--- src/sv/aes_state_transform_unit_defines.svh ---
// ----------------------------------------------------------------------------
// aes state transform unit assertion macros
// shared property wrappers for the unit's concurrent checks
// ----------------------------------------------------------------------------
`ifndef AES_STATE_TRANSFORM_UNIT_DEFINES_SVH
`define AES_STATE_TRANSFORM_UNIT_DEFINES_SVH

// implication checked every clock outside reset
`define AST_ASSERT_IMP(label, clk, rstn, ante, cons) \
    label: assert property (@(posedge clk) disable iff (!rstn) (ante) |-> (cons)) \
        else $error("assertion failed");

// next-cycle implication checked outside reset
`define AST_ASSERT_NXT(label, clk, rstn, ante, cons) \
    label: assert property (@(posedge clk) disable iff (!rstn) (ante) |=> (cons)) \
        else $error("assertion failed");

`endif

--- src/sv/ast_pkg.sv ---
// ----------------------------------------------------------------------------
// aes state transform package
// command codes, sbox tables and gf(2^8) helpers
// ----------------------------------------------------------------------------
package ast_pkg;

    localparam int unsigned NumLanes = 4;
    localparam int unsigned DataBits = 128;
    localparam int unsigned SDataBits = 264;
    localparam int unsigned MDataBits = 128;

    typedef enum logic [2:0] {
        CMD_ADD_KEY   = 3'd0,
        CMD_SUB       = 3'd1,
        CMD_SHIFT     = 3'd2,
        CMD_MIX       = 3'd3,
        CMD_INV_SUB   = 3'd4,
        CMD_INV_SHIFT = 3'd5,
        CMD_INV_MIX   = 3'd6,
        CMD_PASS      = 3'd7
    } cmd_t;

    typedef logic [7:0] byte_t;
    typedef byte_t [15:0] state_t;   // index k = state byte k
    typedef byte_t [3:0] column_t;

    // multiply by x
    function automatic byte_t gf_dbl(input byte_t a);
        gf_dbl = {a[6:0], 1'b0} ^ (a[7] ? 8'h1b : 8'h00);
    endfunction

    // column products for the forward and inverse matrices
    function automatic column_t mix_col(input column_t s, input logic inv);
        byte_t x2 [4];
        byte_t x4 [4];
        byte_t x8 [4];
        byte_t m0 [4];
        byte_t m1 [4];
        byte_t m2 [4];
        byte_t m3 [4];
        column_t d;
        for (int j = 0; j < 4; j++) begin
            x2[j] = gf_dbl(s[j]);
            x4[j] = gf_dbl(x2[j]);
            x8[j] = gf_dbl(x4[j]);
            // coefficient 2/e, 3/b, 1/d, 1/9
            m0[j] = inv ? (x8[j] ^ x4[j] ^ x2[j]) : x2[j];
            m1[j] = inv ? (x8[j] ^ x2[j] ^ s[j]) : (x2[j] ^ s[j]);
            m2[j] = inv ? (x8[j] ^ x4[j] ^ s[j]) : s[j];
            m3[j] = inv ? (x8[j] ^ s[j]) : s[j];
        end
        for (int r = 0; r < 4; r++) begin
            d[r] = m0[r] ^ m1[(r + 1) % 4] ^ m2[(r + 2) % 4] ^ m3[(r + 3) % 4];
        end
        mix_col = d;
    endfunction

    function automatic byte_t fwd_sbox(input byte_t a);
        byte_t t [256] = '{
 8'h63,8'h7c,8'h77,8'h7b,8'hf2,8'h6b,8'h6f,8'hc5,8'h30,8'h01,8'h67,8'h2b,8'hfe,8'hd7,8'hab,8'h76,
 8'hca,8'h82,8'hc9,8'h7d,8'hfa,8'h59,8'h47,8'hf0,8'had,8'hd4,8'ha2,8'haf,8'h9c,8'ha4,8'h72,8'hc0,
 8'hb7,8'hfd,8'h93,8'h26,8'h36,8'h3f,8'hf7,8'hcc,8'h34,8'ha5,8'he5,8'hf1,8'h71,8'hd8,8'h31,8'h15,
 8'h04,8'hc7,8'h23,8'hc3,8'h18,8'h96,8'h05,8'h9a,8'h07,8'h12,8'h80,8'he2,8'heb,8'h27,8'hb2,8'h75,
 8'h09,8'h83,8'h2c,8'h1a,8'h1b,8'h6e,8'h5a,8'ha0,8'h52,8'h3b,8'hd6,8'hb3,8'h29,8'he3,8'h2f,8'h84,
 8'h53,8'hd1,8'h00,8'hed,8'h20,8'hfc,8'hb1,8'h5b,8'h6a,8'hcb,8'hbe,8'h39,8'h4a,8'h4c,8'h58,8'hcf,
 8'hd0,8'hef,8'haa,8'hfb,8'h43,8'h4d,8'h33,8'h85,8'h45,8'hf9,8'h02,8'h7f,8'h50,8'h3c,8'h9f,8'ha8,
 8'h51,8'ha3,8'h40,8'h8f,8'h92,8'h9d,8'h38,8'hf5,8'hbc,8'hb6,8'hda,8'h21,8'h10,8'hff,8'hf3,8'hd2,
 8'hcd,8'h0c,8'h13,8'hec,8'h5f,8'h97,8'h44,8'h17,8'hc4,8'ha7,8'h7e,8'h3d,8'h64,8'h5d,8'h19,8'h73,
 8'h60,8'h81,8'h4f,8'hdc,8'h22,8'h2a,8'h90,8'h88,8'h46,8'hee,8'hb8,8'h14,8'hde,8'h5e,8'h0b,8'hdb,
 8'he0,8'h32,8'h3a,8'h0a,8'h49,8'h06,8'h24,8'h5c,8'hc2,8'hd3,8'hac,8'h62,8'h91,8'h95,8'he4,8'h79,
 8'he7,8'hc8,8'h37,8'h6d,8'h8d,8'hd5,8'h4e,8'ha9,8'h6c,8'h56,8'hf4,8'hea,8'h65,8'h7a,8'hae,8'h08,
 8'hba,8'h78,8'h25,8'h2e,8'h1c,8'ha6,8'hb4,8'hc6,8'he8,8'hdd,8'h74,8'h1f,8'h4b,8'hbd,8'h8b,8'h8a,
 8'h70,8'h3e,8'hb5,8'h66,8'h48,8'h03,8'hf6,8'h0e,8'h61,8'h35,8'h57,8'hb9,8'h86,8'hc1,8'h1d,8'h9e,
 8'he1,8'hf8,8'h98,8'h11,8'h69,8'hd9,8'h8e,8'h94,8'h9b,8'h1e,8'h87,8'he9,8'hce,8'h55,8'h28,8'hdf,
 8'h8c,8'ha1,8'h89,8'h0d,8'hbf,8'he6,8'h42,8'h68,8'h41,8'h99,8'h2d,8'h0f,8'hb0,8'h54,8'hbb,8'h16};
        fwd_sbox = t[a];
    endfunction

    function automatic byte_t inv_sbox(input byte_t a);
        byte_t t [256] = '{
 8'h52,8'h09,8'h6a,8'hd5,8'h30,8'h36,8'ha5,8'h38,8'hbf,8'h40,8'ha3,8'h9e,8'h81,8'hf3,8'hd7,8'hfb,
 8'h7c,8'he3,8'h39,8'h82,8'h9b,8'h2f,8'hff,8'h87,8'h34,8'h8e,8'h43,8'h44,8'hc4,8'hde,8'he9,8'hcb,
 8'h54,8'h7b,8'h94,8'h32,8'ha6,8'hc2,8'h23,8'h3d,8'hee,8'h4c,8'h95,8'h0b,8'h42,8'hfa,8'hc3,8'h4e,
 8'h08,8'h2e,8'ha1,8'h66,8'h28,8'hd9,8'h24,8'hb2,8'h76,8'h5b,8'ha2,8'h49,8'h6d,8'h8b,8'hd1,8'h25,
 8'h72,8'hf8,8'hf6,8'h64,8'h86,8'h68,8'h98,8'h16,8'hd4,8'ha4,8'h5c,8'hcc,8'h5d,8'h65,8'hb6,8'h92,
 8'h6c,8'h70,8'h48,8'h50,8'hfd,8'hed,8'hb9,8'hda,8'h5e,8'h15,8'h46,8'h57,8'ha7,8'h8d,8'h9d,8'h84,
 8'h90,8'hd8,8'hab,8'h00,8'h8c,8'hbc,8'hd3,8'h0a,8'hf7,8'he4,8'h58,8'h05,8'hb8,8'hb3,8'h45,8'h06,
 8'hd0,8'h2c,8'h1e,8'h8f,8'hca,8'h3f,8'h0f,8'h02,8'hc1,8'haf,8'hbd,8'h03,8'h01,8'h13,8'h8a,8'h6b,
 8'h3a,8'h91,8'h11,8'h41,8'h4f,8'h67,8'hdc,8'hea,8'h97,8'hf2,8'hcf,8'hce,8'hf0,8'hb4,8'he6,8'h73,
 8'h96,8'hac,8'h74,8'h22,8'he7,8'had,8'h35,8'h85,8'he2,8'hf9,8'h37,8'he8,8'h1c,8'h75,8'hdf,8'h6e,
 8'h47,8'hf1,8'h1a,8'h71,8'h1d,8'h29,8'hc5,8'h89,8'h6f,8'hb7,8'h62,8'h0e,8'haa,8'h18,8'hbe,8'h1b,
 8'hfc,8'h56,8'h3e,8'h4b,8'hc6,8'hd2,8'h79,8'h20,8'h9a,8'hdb,8'hc0,8'hfe,8'h78,8'hcd,8'h5a,8'hf4,
 8'h1f,8'hdd,8'ha8,8'h33,8'h88,8'h07,8'hc7,8'h31,8'hb1,8'h12,8'h10,8'h59,8'h27,8'h80,8'hec,8'h5f,
 8'h60,8'h51,8'h7f,8'ha9,8'h19,8'hb5,8'h4a,8'h0d,8'h2d,8'he5,8'h7a,8'h9f,8'h93,8'hc9,8'h9c,8'hef,
 8'ha0,8'he0,8'h3b,8'h4d,8'hae,8'h2a,8'hf5,8'hb0,8'hc8,8'heb,8'hbb,8'h3c,8'h83,8'h53,8'h99,8'h61,
 8'h17,8'h2b,8'h04,8'h7e,8'hba,8'h77,8'hd6,8'h26,8'he1,8'h69,8'h14,8'h63,8'h55,8'h21,8'h0c,8'h7d};
        inv_sbox = t[a];
    endfunction

    // 128-bit bus (bits 127:120 = byte 0) to byte array
    function automatic state_t unpack_state(input logic [DataBits-1:0] v);
        state_t s;
        for (int k = 0; k < 16; k++) begin
            s[k] = v[DataBits-1-8*k -: 8];
        end
        unpack_state = s;
    endfunction

    function automatic logic [DataBits-1:0] pack_state(input state_t s);
        logic [DataBits-1:0] v;
        for (int k = 0; k < 16; k++) begin
            v[DataBits-1-8*k -: 8] = s[k];
        end
        pack_state = v;
    endfunction

endpackage

--- src/sv/ast_merge.sv ---
// ----------------------------------------------------------------------------
// aes state transform merge stage
// gathers lane columns and applies the row shifts across columns
// ----------------------------------------------------------------------------
module ast_merge (
    input  ast_pkg::cmd_t   cmd,
    input  ast_pkg::state_t state_in,
    input  ast_pkg::state_t lane_in,
    output ast_pkg::state_t state_out
);
    import ast_pkg::*;

    always_comb begin
        for (int i = 0; i < 16; i++) begin
            case (cmd)
                CMD_SHIFT:
                    state_out[i] = state_in[(((i >> 2) + (i & 3)) & 3) * 4 + (i & 3)];
                CMD_INV_SHIFT:
                    state_out[i] = state_in[(((i >> 2) - (i & 3) + 4) & 3) * 4 + (i & 3)];
                default:
                    state_out[i] = lane_in[i];
            endcase
        end
    end

endmodule

--- config.mk ---
export PLATFORM = sky130hd
export DESIGN_NAME = ast_merge
export DESIGN_NICKNAME = d
export VERILOG_FILES = /design/src/sv/aes_state_transform_unit_defines.svh /design/src/sv/ast_pkg.sv /design/src/sv/ast_merge.sv
export SDC_FILE = /design/constraint.sdc
export NUM_CORES = 1
export LEC_CHECK = 0
export ABC_AREA = 1
export BUFFER_PORTS_ARGS = -buffer_cell sky130_fd_sc_hd__buf_2
export CORE_AREA = 2 2 152 154
export DETAILED_ROUTE_END_ITERATION = 12
export DIE_AREA = 0 0 154 156
export GPL_ROUTABILITY_DRIVEN = 1
export SLEW_MARGIN = 5
export SYNTH_ARGS = -nofsm -noshare
export SYNTH_HDL_FRONTEND = slang
export SYNTH_SLANG_ARGS = --single-unit
--- constraint.sdc ---
create_clock -name vclk -period 0.8
set_input_delay 0.08 -clock vclk [all_inputs]
set_output_delay 0.08 -clock vclk [all_outputs]
set_load 0.01 [all_outputs]
=== Word-level counts from Yosys, hierarchy flattened ===
Cells that the tools add are included.

* Muxes and demuxes: 16
* Reductions and logical operators: 1
* Equality and inequality tests: 2

{| class="wikitable"
|+ Operators by type and width
! operator !! count
|-
| $pmux 8 s2 || 8
|-
| $mux 8 || 8
|-
| $eq 3x2->1 const B || 1
|-
| $eq 3x3->1 const B || 1
|-
| $reduce_or 2->1 || 1
|}

* Register bits after elaboration: 0

=== Longest topological paths before layout ===
* Word-level depth: 3
* Gate-level depth with buffers: 6
* Mapped depth without buffers: 5

=== Least setup slack after synthesis ===
Ideal clock, no wire load.

* Kind: input to output
* Start: input cmd[2]
* End: output state_out[104] in the netlist's numbering
* Cell stages on the path: 6
* Arrival time: 0.720 ns
* Buffers on the path: 2
* Setup slack: 0.000 ns
* Cells stage by stage: inv_1 nand3_2 buf_4 buf_4 nand3_1 nand3_1

{| class="wikitable"
|+ RTL lines
! element !! line !! RTL
|-
| start, declared || ast_merge.sv:6 || <nowiki>input ast_pkg::cmd_t cmd,</nowiki>
|-
| end, declared || ast_merge.sv:9 || <nowiki>output ast_pkg::state_t state_out</nowiki>
|}

==> reports/qor.csv <==
stage,metric,value,unit
setup_path,chain of cells forming the critical path,"buf_8, buf_12, nand3_4, buf_8, buf_12, buf_16, nand3_2, nand3_2, buf_6",
timing,RSZ-0062 raised after global routing,true,
layout,final net count,1177,
setup_path,Critical Path Slowest Stage Cell,buf_8,
setup_path,Worst Path Arrival,1.16,ns
global_routing,global-route wire length before repair,31.5,mm
setup_path,Required @ worst endpoint,0.72,ns
timing,worst-margin pin slew,0.318,ns
route,via count,6139,
min_path,hold path startpoint,state_in[99],
global_routing,largest net degree at the start of global routing,65,
route,drt pass-1 iters,5,
layout,register area,0,um2
die,Die Y,156,um
timing,fmax,807,MHz
route,final WL,23.9,mm
timing,Tmin final,1.24,ns
pwr,Max IR drop VDD,0.000210,V
die,DIE AREA,24000,um2
logic_synthesis,syn avg cell area,5.14,um2
timing,max_slew headroom,0.788,
run,max_cap viols,0,
route,DR iter-0 viols,591,
die,die width,154,um
timing,Final Hold Slack,0.432,ns
route,drt via density,5.09,
placement,Routability Congestion,0.837,
timing,final hold vios,0,
logic_synthesis,post-synthesis cell count,530,
logic_synthesis,top-area cell type share of the netlist area,0.353,
global_routing,number of global-route vias before repair,5464,
global_routing,initial antenna violation count,8,
logic_synthesis,Mapped Nets,789,
die,io pins,387,
global_routing,grt ovf,0,
cts,cts hold-fix bufs,0,
placement,IO buf count,387,
logic_synthesis,YS warnings,0,
setup_path,crit end category,output port,
logic_synthesis,Yosys cell types,11,
layout,final instance area,7160,um2
logic_synthesis,register area share after synthesis,0,
logic_synthesis,leading area contributor after synthesis,nand3_1,
layout,post-route core utilization,0.320,
global_routing,Total GRT Usage,0.165,
timing,final setup violation count,128,
timing,final worst slack,-0.439,ns
setup_path,critical path class,input port to output port,
logic_synthesis,Post-Syn Area,2720,um2
setup_path,Crit path largest cell delay,0.18,ns
logic_synthesis,largest cells by area after synthesis,"nand3_1 35%, nand4_1 29%, nand2_1 18%, buf_2 9.6%, buf_4 6.1%",
die,core area,22400,um2
layout,ratio of cells with drive above 1 in the final layout,0.682,
timing,crit share post-route,1.55,
pwr,Power Density,652,nW/um2
placement,DP Area,5110,um2
layout,area delta synth->final,163,%
setup_path,startpoint types,input port,
min_path,Worst Hold Class,input port to output port,
min_path,worst hold path depth,4,
layout,clk_buf instances,0,
min_path,hold endpoint,state_out[99],
route,Avg WL per Cell,19.9,um
timing,max-slew violation count,0,
layout,sequential cell count,0,
placement,placed wire-length estimate,15.2,mm
pwr,Tot Pwr,4.67,mW
die,std cell rows,55,
outcome,status,finished with violations,
route,ANT nets after route,0,
setup_path,Worst Path Max Fanout,6,
die,Initial Util,0.122,
route,drc violations,0,
outcome,failing checks,setup timing,
pwr,Pleak,3.85,nW
==> cell usage in the layout (no fill, tap or decap) <==
cell type,n
buf_2,324
nand4_1,128
nand3_2,93
nand3_1,83
nand2_1,80
buf_6,64
nand2_2,36
buf_12,25
buf_4,22
nand3_4,18
nand2_4,12
buf_16,11
buf_8,9
clkbuf_16,7
diode_2,4
inv_8,1
clkinv_8,1
inv_4,1
nand2_8,1
==> cells in the mapped netlist, drive strengths merged <==
library cell    n
nand3         194
nand4         128
clkbuf          1
nand2         129
buf            75
inv             3
==> cell type report <==
| cell class | instances | area, um2 |
|---|---|---|
| fill | 2371 | 15200 |
| timing repair buffer | 462 | 3620 |
| multi-input combinational | 451 | 3140 |
| tap | 285 | 357 |
| inverter | 3 | 33.8 |
| antenna | 4 | 10.0 |
==> critical path, delay by kind of cell <==
| kind | cells | cell delay (ns) |
|---|---|---|
| buffers and inverters | 6 | 0.78 |
| and+or+nand+nor | 3 | 0.28 |
==> through the flow <==
| stage | instances | TNS (ns) | setup slack [ns] |
|---|---|---|---|
| global placement | 1169 | -49.27 | -0.468 |
| floorplan | 530 | 0 | 0.0000671 |
| detailed placement | 1169 | -51.74 | -0.473 |
| finish | 1205 | -43.14 | -0.439 |
| global route | 1202 | -48.61 | -0.478 |
| CTS | 1198 | -49.00 | -0.436 |
==> worst max path at each step <==
stage,startpoint,endpoint,slack (ns)
final,cmd[1],state_out[46],-0.44
after global routing,cmd[2],state_out[46],-0.48
after CTS,cmd[1],state_out[83],-0.44
after detailed placement,cmd[2],state_out[55],-0.47
after global placement,cmd[1],state_out[14],-0.47
after floorplan,cmd[2],state_out[104],0.00007
==> cell families after synthesis <==
family / after synthesis / synth area share
and+or+nand+nor: 451 / 0.833
buffers and inverters: 79 / 0.167
==> report_power, final <==
group	internal (mW)	switching, mW
Sequential	0	0
Combinational	2.31	2.36
Clock	0.000000669	0
Total	2.31	2.36
==> layer usage <==
metal / share of wire / GRT usage / up-vias
met4: 0.027 / 0.0312 / 8
met5: 0.0022 / 0 / -
li1: - / - / 2761
met2: 0.49 / 0.290 / 418
met1: 0.39 / 0.205 / 2894
met3: 0.093 / 0.0431 / 58
==> what timing repair did <==
item | in CTS | in global routing
gates cloned | 13 | 7
setup buffers | 16 | 0
pin swaps | 15 | 21
setup endpoints to repair | 128 | 128
resized for setup | 163 | 157
No activity file was read; power rests on OpenSTA's default activity.
